File: config.mk
export PLATFORM = sky130hd
export DESIGN_NAME = peak_pyramid_builder_top
export DESIGN_NICKNAME = d
export VERILOG_FILES = /design/src/rtl/ppb_pkg.sv /design/src/rtl/peak_pyramid_builder_top.sv /design/src/rtl/ppb_core.sv /design/src/rtl/ppb_out_buf.sv
export VERILOG_INCLUDE_DIRS = /design/src /design/src/rtl
export SDC_FILE = /design/constraint.sdc
export NUM_CORES = 1
export LEC_CHECK = 0
export BUFFER_PORTS_ARGS = -buffer_cell sky130_fd_sc_hd__buf_2
export CELL_PAD_IN_SITES_DETAIL_PLACEMENT = 0
export CELL_PAD_IN_SITES_GLOBAL_PLACEMENT = 1
export CORE_MARGIN = 3
export CORE_UTILIZATION = 49
export CTS_CLUSTER_DIAMETER = 100
export CTS_CLUSTER_SIZE = 8
export DETAILED_ROUTE_END_ITERATION = 7
export HOLD_SLACK_MARGIN = 0.12
export PLACE_DENSITY_LB_ADDON = 0.1
export SLEW_MARGIN = 20
export SYNTH_ARGS = -nofsm -noshare
export SYNTH_HDL_FRONTEND = slang
export SYNTH_HIERARCHICAL = 1
export SYNTH_SLANG_ARGS = --single-unit
File: constraint.sdc
create_clock -name i_clk -period 10.26 [get_ports i_clk]
set_input_delay 0 -clock i_clk [delete_from_list [all_inputs] [get_ports i_clk]]
set_output_delay 0 -clock i_clk [all_outputs]
set_load 0.05 [all_outputs]
File: src/rtl/peak_pyramid_builder_top_assert.svh
// Assertion macros shared by the peak pyramid builder RTL.
// Included by modules that carry concurrent checks; no other dependencies.
`ifndef PEAK_PYRAMID_BUILDER_TOP_ASSERT_SVH
`define PEAK_PYRAMID_BUILDER_TOP_ASSERT_SVH

`ifndef SYNTHESIS
// check gated off while reset is asserted
`define PPB_ASSERT(lbl, clk, rst_n, prop) \
    lbl: assert property (@(posedge clk) disable iff (!rst_n) prop) \
        else $error("%m: check failed");
// check that also holds across reset
`define PPB_ASSERT_RST(lbl, clk, prop) \
    lbl: assert property (@(posedge clk) prop) \
        else $error("%m: check failed");
`else
`define PPB_ASSERT(lbl, clk, rst_n, prop)
`define PPB_ASSERT_RST(lbl, clk, prop)
`endif

`endif

File: src/rtl/ppb_pkg.sv
// Package for the peak pyramid builder: payload structs, field widths,
// default sizes and the peak scaling helpers. No dependencies.
package ppb_pkg;

    localparam int LEVEL0_ENTRIES_DEF = 1024;
    localparam int NUM_LEVELS_DEF     = 4;
    localparam int MAX_WINDOW_DEF     = 16;

    localparam int SAMPLE_W = 16;
    localparam int PEAK_W   = 8;
    localparam int LEVEL_W  = 2;
    localparam int POS_W    = 10;
    localparam int WLEN_W   = 5;

    localparam logic [WLEN_W-1:0] WINDOW_RESET = WLEN_W'(16);
    localparam logic [PEAK_W-1:0] PEAK_SAT     = '1;

    typedef struct packed {
        logic signed [SAMPLE_W-1:0] sample_high;
        logic signed [SAMPLE_W-1:0] sample_low;
        logic                       end_of_block;
    } t_in;

    typedef struct packed {
        logic [LEVEL_W-1:0] level;
        logic [POS_W-1:0]   position;
        logic [PEAK_W-1:0]  peak_max;
        logic [PEAK_W-1:0]  peak_min;
    } t_entry;

    typedef struct packed {
        logic [LEVEL_W-1:0] level;
        logic [POS_W-1:0]   position;
        logic [PEAK_W-1:0]  peak_max;
        logic [PEAK_W-1:0]  peak_min;
        logic               last;
    } t_out;

    // running max is never negative: /128 is bits 14:7, never above 255
    function automatic logic [PEAK_W-1:0] scale_max(input logic signed [SAMPLE_W-1:0] hi);
        return hi[14:7];
    endfunction

    // running min is never positive: negate, /128, saturate (-32768 gives 256)
    function automatic logic [PEAK_W-1:0] scale_min(input logic signed [SAMPLE_W-1:0] lo);
        logic [SAMPLE_W:0] neg;
        neg = (SAMPLE_W+1)'(0) - {lo[SAMPLE_W-1], lo};
        return neg[SAMPLE_W-1] ? PEAK_SAT : neg[SAMPLE_W-2:7];
    endfunction

    function automatic logic [PEAK_W-1:0] peak_umax(input logic [PEAK_W-1:0] a,
                                                   input logic [PEAK_W-1:0] b);
        return (a > b) ? a : b;
    endfunction

endpackage

File: src/rtl/peak_pyramid_builder_top.sv
// Top level of the peak pyramid builder: ports, window length register,
// input register. Uses ppb_pkg, ppb_core and ppb_out_buf.
//
// Min/max peak pyramid builder. Each input beat carries a signed 16-bit
// high/low sample pair; pairs are folded into a running max/min over
// window_length beats (clamped to 1..MAX_WINDOW; both values start at 0).
// When a window closes, or on a beat flagged end_of_block, a level-0 entry
// with max/128 and -min/128 (saturated to 255) is produced, and each coarser
// level emits the element-wise max of two entries of the level below. End of
// block flushes a short window and any unpaired entries (paired with zero)
// and restarts all positions. An input beat yields 0 to NUM_LEVELS output
// beats, lowest level first, with last set on the final one.
// Throughput: an input beat is taken every cycle as long as the beat in the
// input register produces no results or the result buffer is free; a beat
// that produces results occupies the buffer until all are sent, since the
// output moves one entry per cycle while i_ready is high. An accepted beat
// passes the input register, then the result buffer, on its way out. The
// user must write window_length (i_cfg_we/i_cfg_data) only while the block
// is idle; the block does not enforce this. Reset value is 16.

module peak_pyramid_builder_top import ppb_pkg::*; #(
    parameter int LEVEL0_ENTRIES = LEVEL0_ENTRIES_DEF,
    parameter int NUM_LEVELS     = NUM_LEVELS_DEF,
    parameter int MAX_WINDOW     = MAX_WINDOW_DEF
) (
    input  logic              i_clk,
    input  logic              i_rst_n,
    // input channel
    input  logic              i_valid,
    output logic              o_ready,
    input  t_in               i_data,
    // result channel
    output logic              o_valid,
    input  logic              i_ready,
    output t_out              o_data,
    // window_length register
    input  logic              i_cfg_we,
    input  logic [WLEN_W-1:0] i_cfg_data
);

    localparam int CNT_W = $clog2(NUM_LEVELS + 1);

    logic [WLEN_W-1:0]       r_window_length;
    logic                    r_in_valid, n_in_valid;
    t_in                     r_in;

    t_entry [NUM_LEVELS-1:0] core_ent;
    logic [CNT_W-1:0]        core_cnt;
    logic                    core_fire;
    logic                    buf_free;
    logic                    buf_load;

    // The held beat goes through the core when it has no results to deliver
    // or the buffer can take its whole set this cycle.
    always_comb begin
        core_fire  = r_in_valid && ((core_cnt == '0) || buf_free);
        buf_load   = core_fire && (core_cnt != '0);
        o_ready    = !r_in_valid || core_fire;
        n_in_valid = (i_valid && o_ready) || (r_in_valid && !core_fire);
    end

    always_ff @(posedge i_clk) begin
        if (!i_rst_n) begin
            r_window_length <= WINDOW_RESET;
            r_in_valid      <= 1'b0;
        end else begin
            r_in_valid <= n_in_valid;
            if (i_cfg_we) begin
                r_window_length <= i_cfg_data;
            end
        end
    end

    always_ff @(posedge i_clk) begin
        if (i_valid && o_ready) begin
            r_in <= i_data;
        end
    end

    ppb_core #(
        .LEVEL0_ENTRIES (LEVEL0_ENTRIES),
        .NUM_LEVELS     (NUM_LEVELS),
        .MAX_WINDOW     (MAX_WINDOW),
        .CNT_W          (CNT_W)
    ) u_core (
        .i_clk           (i_clk),
        .i_rst_n         (i_rst_n),
        .i_window_length (r_window_length),
        .i_in            (r_in),
        .i_fire          (core_fire),
        .o_ent           (core_ent),
        .o_cnt           (core_cnt)
    );

    ppb_out_buf #(
        .NUM_LEVELS (NUM_LEVELS),
        .CNT_W      (CNT_W)
    ) u_out_buf (
        .i_clk   (i_clk),
        .i_rst_n (i_rst_n),
        .i_load  (buf_load),
        .i_cnt   (core_cnt),
        .i_ent   (core_ent),
        .o_free  (buf_free),
        .o_valid (o_valid),
        .i_ready (i_ready),
        .o_data  (o_data)
    );

endmodule

File: src/rtl/ppb_core.sv
// Window reduction and level cascade: holds all pyramid state and forms the
// result set of one item. Depends on ppb_pkg and the assertion header.
`include "peak_pyramid_builder_top_assert.svh"

module ppb_core import ppb_pkg::*; #(
    parameter int LEVEL0_ENTRIES = LEVEL0_ENTRIES_DEF,
    parameter int NUM_LEVELS     = NUM_LEVELS_DEF,
    parameter int MAX_WINDOW     = MAX_WINDOW_DEF,
    parameter int CNT_W          = $clog2(NUM_LEVELS + 1)
) (
    input  logic                    i_clk,
    input  logic                    i_rst_n,
    input  logic [WLEN_W-1:0]       i_window_length,
    input  t_in                     i_in,
    input  logic                    i_fire,
    output t_entry [NUM_LEVELS-1:0] o_ent,
    output logic [CNT_W-1:0]        o_cnt
);

    localparam int LEN_W  = $clog2(MAX_WINDOW + 1);
    localparam int PCNT_W = $clog2(LEVEL0_ENTRIES);
    localparam int NH     = NUM_LEVELS - 1;

    logic signed [SAMPLE_W-1:0] r_win_high, n_win_high;
    logic signed [SAMPLE_W-1:0] r_win_low,  n_win_low;
    logic [LEN_W-1:0]           r_fill,     n_fill;
    logic [PCNT_W-1:0]          r_pos      [NUM_LEVELS];
    logic [PCNT_W-1:0]          n_pos      [NUM_LEVELS];
    logic [PEAK_W-1:0]          r_held_max [NH];
    logic [PEAK_W-1:0]          n_held_max [NH];
    logic [PEAK_W-1:0]          r_held_min [NH];
    logic [PEAK_W-1:0]          n_held_min [NH];
    logic [NH-1:0]              r_held_valid, n_held_valid;

    logic [LEN_W-1:0]           len;
    logic [LEN_W:0]             fill_inc;
    logic signed [SAMPLE_W-1:0] upd_high, upd_low;
    logic                       close;
    logic                       eob;
    logic [NUM_LEVELS-1:0]      em;
    logic [NUM_LEVELS-1:0]      carry;
    logic [PEAK_W-1:0]          cmax [NUM_LEVELS];
    logic [PEAK_W-1:0]          cmin [NUM_LEVELS];

    // window update; out-of-range lengths clamp to 1..MAX_WINDOW
    always_comb begin
        if (i_window_length == '0) begin
            len = LEN_W'(1);
        end else if (int'(i_window_length) > MAX_WINDOW) begin
            len = LEN_W'(MAX_WINDOW);
        end else begin
            len = LEN_W'(i_window_length);
        end
        eob      = i_in.end_of_block;
        upd_high = (i_in.sample_high > r_win_high) ? i_in.sample_high : r_win_high;
        upd_low  = (i_in.sample_low < r_win_low) ? i_in.sample_low : r_win_low;
        fill_inc = {1'b0, r_fill} + (LEN_W+1)'(1);
        close    = (fill_inc >= {1'b0, len}) || eob;

        n_win_high = close ? '0 : upd_high;
        n_win_low  = close ? '0 : upd_low;
        n_fill     = close ? '0 : fill_inc[LEN_W-1:0];
    end

    // cascade: each level pairs the carried entry with its held partner
    always_comb begin
        em[0]    = close;
        carry[0] = close;
        cmax[0]  = scale_max(upd_high);
        cmin[0]  = scale_min(upd_low);
        for (int h = 0; h < NH; h++) begin
            n_held_max[h]   = r_held_max[h];
            n_held_min[h]   = r_held_min[h];
            n_held_valid[h] = r_held_valid[h];
            em[h+1]         = 1'b0;
            carry[h+1]      = 1'b0;
            cmax[h+1]       = cmax[h];
            cmin[h+1]       = cmin[h];
            if (carry[h] && r_held_valid[h]) begin
                cmax[h+1]       = peak_umax(r_held_max[h], cmax[h]);
                cmin[h+1]       = peak_umax(r_held_min[h], cmin[h]);
                n_held_valid[h] = 1'b0;
                em[h+1]         = 1'b1;
                carry[h+1]      = 1'b1;
            end else if (carry[h]) begin
                if (eob) begin
                    em[h+1]    = 1'b1;
                    carry[h+1] = 1'b1;
                end else begin
                    n_held_max[h]   = cmax[h];
                    n_held_min[h]   = cmin[h];
                    n_held_valid[h] = 1'b1;
                end
            end else if (r_held_valid[h] && eob) begin
                cmax[h+1]       = r_held_max[h];
                cmin[h+1]       = r_held_min[h];
                n_held_valid[h] = 1'b0;
                em[h+1]         = 1'b1;
                carry[h+1]      = 1'b1;
            end
            if (eob) begin
                n_held_valid[h] = 1'b0;
            end
        end
    end

    // positions wrap at LEVEL0_ENTRIES >> level (at least 1), clear at block end
    always_comb begin
        o_cnt = '0;
        for (int l = 0; l < NUM_LEVELS; l++) begin
            n_pos[l] = r_pos[l];
            if (eob) begin
                n_pos[l] = '0;
            end else if (em[l]) begin
                if (int'(r_pos[l]) + 1 >= (((LEVEL0_ENTRIES >> l) == 0) ?
                                           1 : (LEVEL0_ENTRIES >> l))) begin
                    n_pos[l] = '0;
                end else begin
                    n_pos[l] = r_pos[l] + PCNT_W'(1);
                end
            end
            o_ent[l].level    = LEVEL_W'(l);
            o_ent[l].position = POS_W'(r_pos[l]);
            o_ent[l].peak_max = cmax[l];
            o_ent[l].peak_min = cmin[l];
            o_cnt             = o_cnt + CNT_W'(em[l]);
        end
    end

    always_ff @(posedge i_clk) begin
        if (!i_rst_n) begin
            r_win_high   <= '0;
            r_win_low    <= '0;
            r_fill       <= '0;
            r_held_valid <= '0;
            for (int l = 0; l < NUM_LEVELS; l++) begin
                r_pos[l] <= '0;
            end
        end else if (i_fire) begin
            r_win_high   <= n_win_high;
            r_win_low    <= n_win_low;
            r_fill       <= n_fill;
            r_held_valid <= n_held_valid;
            for (int l = 0; l < NUM_LEVELS; l++) begin
                r_pos[l] <= n_pos[l];
            end
        end
    end

    // held peaks are only read behind their valid bit
    always_ff @(posedge i_clk) begin
        if (i_fire) begin
            for (int h = 0; h < NH; h++) begin
                r_held_max[h] <= n_held_max[h];
                r_held_min[h] <= n_held_min[h];
            end
        end
    end

    `PPB_ASSERT(a_eob_clears_held, i_clk, i_rst_n, (i_fire && i_in.end_of_block) |=> (r_held_valid == '0))

endmodule

File: src/rtl/ppb_out_buf.sv
// Result buffer: loads a whole result set at once, sends one beat per cycle
// while i_ready is high, lowest level first. Uses ppb_pkg, assert header.
`include "peak_pyramid_builder_top_assert.svh"

module ppb_out_buf import ppb_pkg::*; #(
    parameter int NUM_LEVELS = NUM_LEVELS_DEF,
    parameter int CNT_W      = $clog2(NUM_LEVELS + 1)
) (
    input  logic                    i_clk,
    input  logic                    i_rst_n,
    input  logic                    i_load,
    input  logic [CNT_W-1:0]        i_cnt,
    input  t_entry [NUM_LEVELS-1:0] i_ent,
    output logic                    o_free,
    output logic                    o_valid,
    input  logic                    i_ready,
    output t_out                    o_data
);

    localparam int IDX_W = $clog2(NUM_LEVELS);

    t_entry           r_ent [NUM_LEVELS];
    logic [CNT_W-1:0] r_cnt;
    logic [IDX_W-1:0] r_rd,    n_rd;
    logic             r_valid, n_valid;

    logic             take;
    logic             last_beat;
    t_entry           cur;

    always_comb begin
        cur       = r_ent[r_rd];
        last_beat = (CNT_W'(r_rd) + CNT_W'(1)) == r_cnt;
        take      = r_valid && i_ready;
        o_free    = !r_valid || (take && last_beat);
        o_valid   = r_valid;

        o_data.level    = cur.level;
        o_data.position = cur.position;
        o_data.peak_max = cur.peak_max;
        o_data.peak_min = cur.peak_min;
        o_data.last     = last_beat;

        n_valid = r_valid;
        n_rd    = r_rd;
        if (i_load) begin
            n_valid = 1'b1;
            n_rd    = '0;
        end else if (take) begin
            if (last_beat) begin
                n_valid = 1'b0;
            end else begin
                n_rd = r_rd + IDX_W'(1);
            end
        end
    end

    always_ff @(posedge i_clk) begin
        if (!i_rst_n) begin
            r_valid <= 1'b0;
            r_rd    <= '0;
            r_cnt   <= '0;
        end else begin
            r_valid <= n_valid;
            r_rd    <= n_rd;
            if (i_load) begin
                r_cnt <= i_cnt;
            end
        end
    end

    always_ff @(posedge i_clk) begin
        if (i_load) begin
            for (int l = 0; l < NUM_LEVELS; l++) begin
                r_ent[l] <= i_ent[l];
            end
        end
    end

    `PPB_ASSERT(a_load_when_free, i_clk, i_rst_n, i_load |-> (o_free && (i_cnt != '0)))
    `PPB_ASSERT(a_rd_in_set, i_clk, i_rst_n, r_valid |-> (CNT_W'(r_rd) < r_cnt))
    `PPB_ASSERT_RST(a_reset_empty, i_clk, !i_rst_n |=> !o_valid)

endmodule
Word level (Yosys, flattened, before mapping). Memory sizes are Yosys's and may differ from the RTL's. A register that Yosys moved wholly into a read port is not among the register bits. Index checks and enable logic that the tools add are counted.

Register bits after elaboration: 85. Bits of input ports: 43. Memories: 4. Output and inout bits: 31. Bits in writable memories: 200. Word-level logic and storage cells: 191.

Memories: u_out_buf.r_ent (words 4, width 28, read ports 1, clocked after Yosys merged registers in 1, wr ports 4, line ppb_out_buf.sv:22) `t_entry r_ent [NUM_LEVELS];`; u_core.r_pos (words 4, width 10, read ports 4, clocked after Yosys merged registers in 0, wr ports 4, line ppb_core.sv:27) `logic [PCNT_W-1:0] r_pos [NUM_LEVELS];`; u_core.r_held_max (words 3, width 8, read ports 3, clocked after Yosys merged registers in 0, wr ports 3, line ppb_core.sv:29) `logic [PEAK_W-1:0] r_held_max [NH];`; u_core.r_held_min (words 3, width 8, read ports 3, clocked after Yosys merged registers in 0, wr ports 3, line ppb_core.sv:31) `logic [PEAK_W-1:0] r_held_min [NH];`.

Order comparisons: 14. Add/subtract/negate cells: 15. Bitwise operators: 6. Reductions and logical operators: 36. Eq/ne operators: 1. Multiplexer cells: 100.

Operators with widths (count): 8-bit 2-to-1 mux (43); 10-bit 2-to-1 mux (16); 16-bit 2-to-1 mux (4); 8-bit greater-than comparator (6); 10-bit by 1-bit adder with 11-bit output (second input constant) (4); 10-bit by 1-bit adder with 10-bit output (second input constant) (4); 32-bit by 10-bit >= comparator with 1-bit output (second input constant) (1); 32-bit by 11-bit >= comparator with 1-bit output (second input constant) (1); 32-bit by 12-bit >= comparator with 1-bit output (second input constant) (1); 32-bit by 9-bit >= comparator with 1-bit output (second input constant) (1); 1-bit 2-to-1 mux (32); 16-bit greater-than comparator (1); 16-bit less-than comparator (1); 1-bit by 16-bit subtractor with 16-bit output (first input constant) (1); 5-bit 2-to-1 mux (3); 1-bit logical AND (12); 2-bit AND reduction (6); 4-bit nonzero test (3); 3-bit by 1-bit adder with 3-bit output (2); 5-bit by 1-bit adder with 6-bit output (second input constant) (1); 6-bit by 5-bit >= comparator with 1-bit output (1); 2-bit nonzero test (3); 5-bit greater-than comparator (second input constant) (1); 5-bit zero test (1); other kinds (12) (23).

Longest topological paths before layout.
Depth after elaboration: 19. Depth in mapped cells: 41. Gate-level depth less buffers: 40.

Cells and area by module. Netlist, hierarchy kept.

Modules (own cells, without submodules): ppb_core (sequential area each 3443.3 µm², cells each 899, area an instance 8962.3 µm², times used 1); ppb_out_buf (sequential area each 3523.4 µm², cells each 186, area an instance 4470.5 µm², times used 1); peak_pyramid_builder_top (sequential area each 1111.1 µm², cells each 59, area an instance 1257.5 µm², times used 1).

Worst setup path after synthesis. Ideal clock, no wire load.

Path kind: reg-to-reg. Start point: register u_core.r_win_low[15]. End point: memory u_out_buf/r_ent[3][0] (netlist name), data pin. Stages on the path, launching flop included: 40. Period minus slack after synthesis: 8.393 ns. Path buffers: 1. Slack: 1.867 ns. Setup time: 0.260 ns. Data required time: 10.000 ns. Data arrival time: 8.133 ns. Cells stage by stage: dfxtp_1 -> clkbuf_1 -> inv_1 -> ha_1 -> nand4_1 -> or3_4 -> o31a_1 -> nand3_1 -> nand2_2 -> or3_1 -> a311oi_2 -> inv_1 -> ha_1 -> a21o_1 -> a21oi_1 -> nor2b_1 -> a2111oi_2 -> a211oi_1 -> [4 not listed] -> a21oi_1 -> nor2b_1 -> o21ai_0 -> nand2b_1 -> a211o_1 -> a31oi_1 -> o2bb2ai_4 -> mux2_4 -> ha_1 -> nor2b_1 -> o21a_1 -> o21ai_0 -> nand2b_1 -> a21oi_1 -> nor2_1 -> a211oi_1 -> a211oi_1 -> mux2_2.

RTL lines: start, declared (line ppb_core.sv:25) `logic signed [SAMPLE_W-1:0] r_win_low, n_win_low;`; start signal, assigned (line ppb_core.sv:141) `r_win_low <= n_win_low;`; end, declared (line ppb_out_buf.sv:22).

==> impl_metrics.env <==
export IMPL_cellLeakagePower_nw=6.443
export IMPL_overflow=0
export IMPL_synth_distinct_cells=92
export IMPL_synth_area_um2=14690
export IMPL_crit_fanout=14
export IMPL_io_pins=74
export IMPL_tns_ps=0
export IMPL_cts_buffers=41
export IMPL_yosys_area_share_simple=0.1134
export IMPL_cts_tree="yes"
export IMPL_drc=0
export IMPL_fill_cells=2380
export IMPL_cp_slowest_stage_delay_ps=580
export IMPL_clk_pin_slew_ps=50
export IMPL_insertion_delay_ps=530
export IMPL_antenna_found_initial=1
export IMPL_drt_vias_per_instance=5.570
export IMPL_synth_top_family_by_area="simple AND/OR/NAND/NOR gates"
export IMPL_drtAntennaViolNets=0
export IMPL_vdd_drop_max_mv=0.1267
export IMPL_avgSynthCellArea_um2=12.84
export IMPL_max_freq_mhz=107.2
export IMPL_rsz0062_at_grt="no"
export IMPL_clock_sinks=287
export IMPL_worstMarginPinSlew_ps=1088
export IMPL_yosysSeqAreaShare=0.5499
export IMPL_ys_flop_type="edfxtp_1"
export IMPL_yosysWarningCount=6
export IMPL_synth_edf_count=233
export IMPL_required_ps=10510
export IMPL_syn_inst=1144
export IMPL_critPathMostFrequentCell="ha_1"
export IMPL_h_tree_depth=2
export IMPL_layout_drive_gt1_share=0.1778
export IMPL_end_kind="register"
export IMPL_routedWlPerCell_um=18.70
export IMPL_layout_setup_ws_ps=930.7
export IMPL_num_nets_final=1436
export IMPL_status="completed"
export IMPL_finalSetupViolCount=0
export IMPL_regArea_um2=8082
export IMPL_die_h_um=179.2
export IMPL_area_growth_syn_to_layout_pct=17.09
export IMPL_drtIter0Drc=650
export IMPL_grt_pass1_wl_um=51200
export IMPL_start_util=0.5050
export IMPL_criticalPathCategory="register to register"
export IMPL_drv_slew=0
export IMPL_die_w_um=179.2
export IMPL_worstSetupStartpointType="register"
export IMPL_maxSlewHeadroom=0.2717
export IMPL_hold_path_class="input port to register"
export IMPL_place_congestion=0.8330
export IMPL_via_count=9535
export IMPL_cts_root_buffer="clkbuf_16"
export IMPL_synthMuxAreaShare=0.09718
export IMPL_clock_skew_ps=27.22
export IMPL_cts_max_path_buffers=3
export IMPL_grt_max_degree=74
export IMPL_period_minus_slack_ps=9329
export IMPL_placementRows=62
export IMPL_slowest_stage="ha_1"
export IMPL_grt_pass1_vias=9588
export IMPL_synth_async_reset_ratio=0
export IMPL_dr_pass1_iters=4
export IMPL_synth_adder_area_share=0.07802
export IMPL_p_per_area_nw_per_um2=187.6
export IMPL_synth_compound_area_frac=0.1025
export IMPL_ys_ff_latch=287
export IMPL_final_core_util=0.5913
export IMPL_multi_input_area_um2=6173
export IMPL_holdWs_ps=189.4
export IMPL_period_share=0.9093
export IMPL_grtUsageTotal=0.2030
export IMPL_die_area_um2=32090
export IMPL_port_buffers=73
export IMPL_cap_violations=0
export IMPL_pre_cts_slack_ps=788.2
export IMPL_fp_coreArea_um2=29090
export IMPL_hold_violations=0
export IMPL_critical_path_arrival_ps=9580
export IMPL_dp_hpwl_um=21820
export IMPL_synthXorXnorAreaFrac=0.02206
export IMPL_wl_um=32010
[registers in the layout (all words and copies together), names as in the netlist, named ones only]
register             count
u_core/r_held_max       24
r_in                    33
u_out_buf/o_valid        1
u_core/r_pos            40
u_core/r_held_min       24
u_core/r_held_valid      3
u_core/r_fill            5
u_out_buf/r_cnt          3
u_out_buf/r_ent        112
r_window_length          5
r_in_valid               1
u_core/r_win_high       16
u_out_buf/r_rd           2
u_core/r_win_low        16
[through the flow]
stage / power, mW / std cells / cell area [um^2]
3_5_place_dp: 2.013 / 1591 / 15510
4_1_cts: 3.264 / 1711 / 17190
3_3_place_gp: 2.005 / 1591 / 15510
5_1_grt: 3.379 / 1711 / 17200
2_1_floorplan: 1.860 / 1156 / 14740
6_report: 3.227 / 1712 / 17200
[cell usage in the layout (no fill, tap or decap), types with 4 or more instances in the layout]
cell             n
a211oi_1         6
a21o_1          23
a21oi_1         26
a22o_1           8
a22oi_1         23
a2bb2oi_1       10
and2_1           9
and3_1          10
buf_2           73
buf_4           13
clkbuf_1        24
clkbuf_16       41
conb_1          14
dfxtp_1         53
dlygate4sd3_1   52
edfxtp_1       233
ha_1            90
inv_1           86
mux2_2          41
mux2_4           7
mux2i_1         20
mux4_1           8
mux4_2          20
nand2_1         44
nand2b_1        13
nand3_1         44
nand4_1         18
nor2_1          73
nor2b_1         50
nor3_1          14
nor4_1           4
o211ai_1        10
o21a_1           9
o21ai_0         27
o22ai_1          5
or2_2            5
xnor2_1         20
xor2_1          17
[Yosys cell counts (10+ instances only)]
cell	count	area (um^2)
xnor2_1	20	175.2
o21ai_0	27	135.1
ha_1	90	1126
mux2_2	41	461.7
mux4_2	20	450.4
xor2_1	17	148.9
nor3_1	16	80.08
and3_1	10	62.56
nand2b_1	13	81.33
a21oi_1	26	130.1
mux2i_1	20	200.2
nor2b_1	50	312.8
nand4_1	18	112.6
clkbuf_1	15	56.30
edfxtp_1	233	6997
inv_1	86	322.8
nand3_1	44	220.2
a21o_1	23	172.7
a22oi_1	23	172.7
nand2_1	44	165.2
dfxtp_1	54	1081
o211ai_1	10	75.07
a2bb2oi_1	10	87.58
nor2_1	73	274.0
[final timing paths]
check / start / endpoint / slack [ps] / depth (start not counted)
max: u_core/r_win_low[15]$_SDFFE_PN0P_ / u_out_buf/r_ent[3][1]$_DFFE_PP_ / 930 / 39
min: i_data[3] / r_in[3]$_DFFE_PP_ / 190 / 2
max reg2reg: u_core/r_win_low[15]$_SDFFE_PN0P_ / u_out_buf/r_ent[3][1]$_DFFE_PP_ / 930 / 39
min reg2reg: u_core/r_pos[3][8]$_SDFFCE_PP0P_ / u_out_buf/r_ent[3][24]$_DFFE_PP_ / 450 / 0
[critical path: cells and delay by family, from the launching register on]
kind / cells / cell delay (ps)
AO/OA/AOI/OAI: 15 / 3190
adder cells (fa/ha/maj): 4 / 1290
buffers and inverters: 4 / 520
flip-flops: 1 / 520
multiplexers: 4 / 1420
AND/OR/NAND/NOR: 12 / 2080
[cell families after synthesis]
group	after synthesis
and+or+nand+nor	313
DFF	287
AOI/OAI and AO/OA	197
buffers and inverters	121
muxes	96
adders and majority gates	91
xor gates and xnor gates	37
other	2
[power by group]
group          total, mW  leakage, nW  internal, mW  switching, mW
clock               1.22        0.552         0.740          0.479
sequential          1.44         2.66          1.39         0.0535
combinational      0.569         3.23         0.228          0.341
[metal layers]
layer / vias to the layer above / share of wire / track usage
li1: 4638 / - / -
met2: 175 / 0.45 / 0.3140
met1: 4685 / 0.50 / 0.3014
met4: 2 / 0.016 / 0.05026
met3: 35 / 0.039 / 0.03177
met5: - / 0.00025 / 0
[what timing repair did]
item | CTS | global route
endpoints found under the setup margin | 0 | 5
resized for setup | 0 | 1
endpoints found under the hold margin | 84 | 0
hold buffers | 52 | 0
buffers inserted | 0 | 0
[layout make-up]
cell class / instances / share of cell area
multi-input cells: 748 / 0.3589
flip-flops and latches: 287 / 0.4698
clock inverters: 3 / 0.002400
repair buffers: 138 / 0.05717
diodes: 1 / 0.0001455
clock buffers: 65 / 0.06488
well taps: 384 / 0.02793
inverters: 86 / 0.01877
Power figures use the tool's default switching activity.
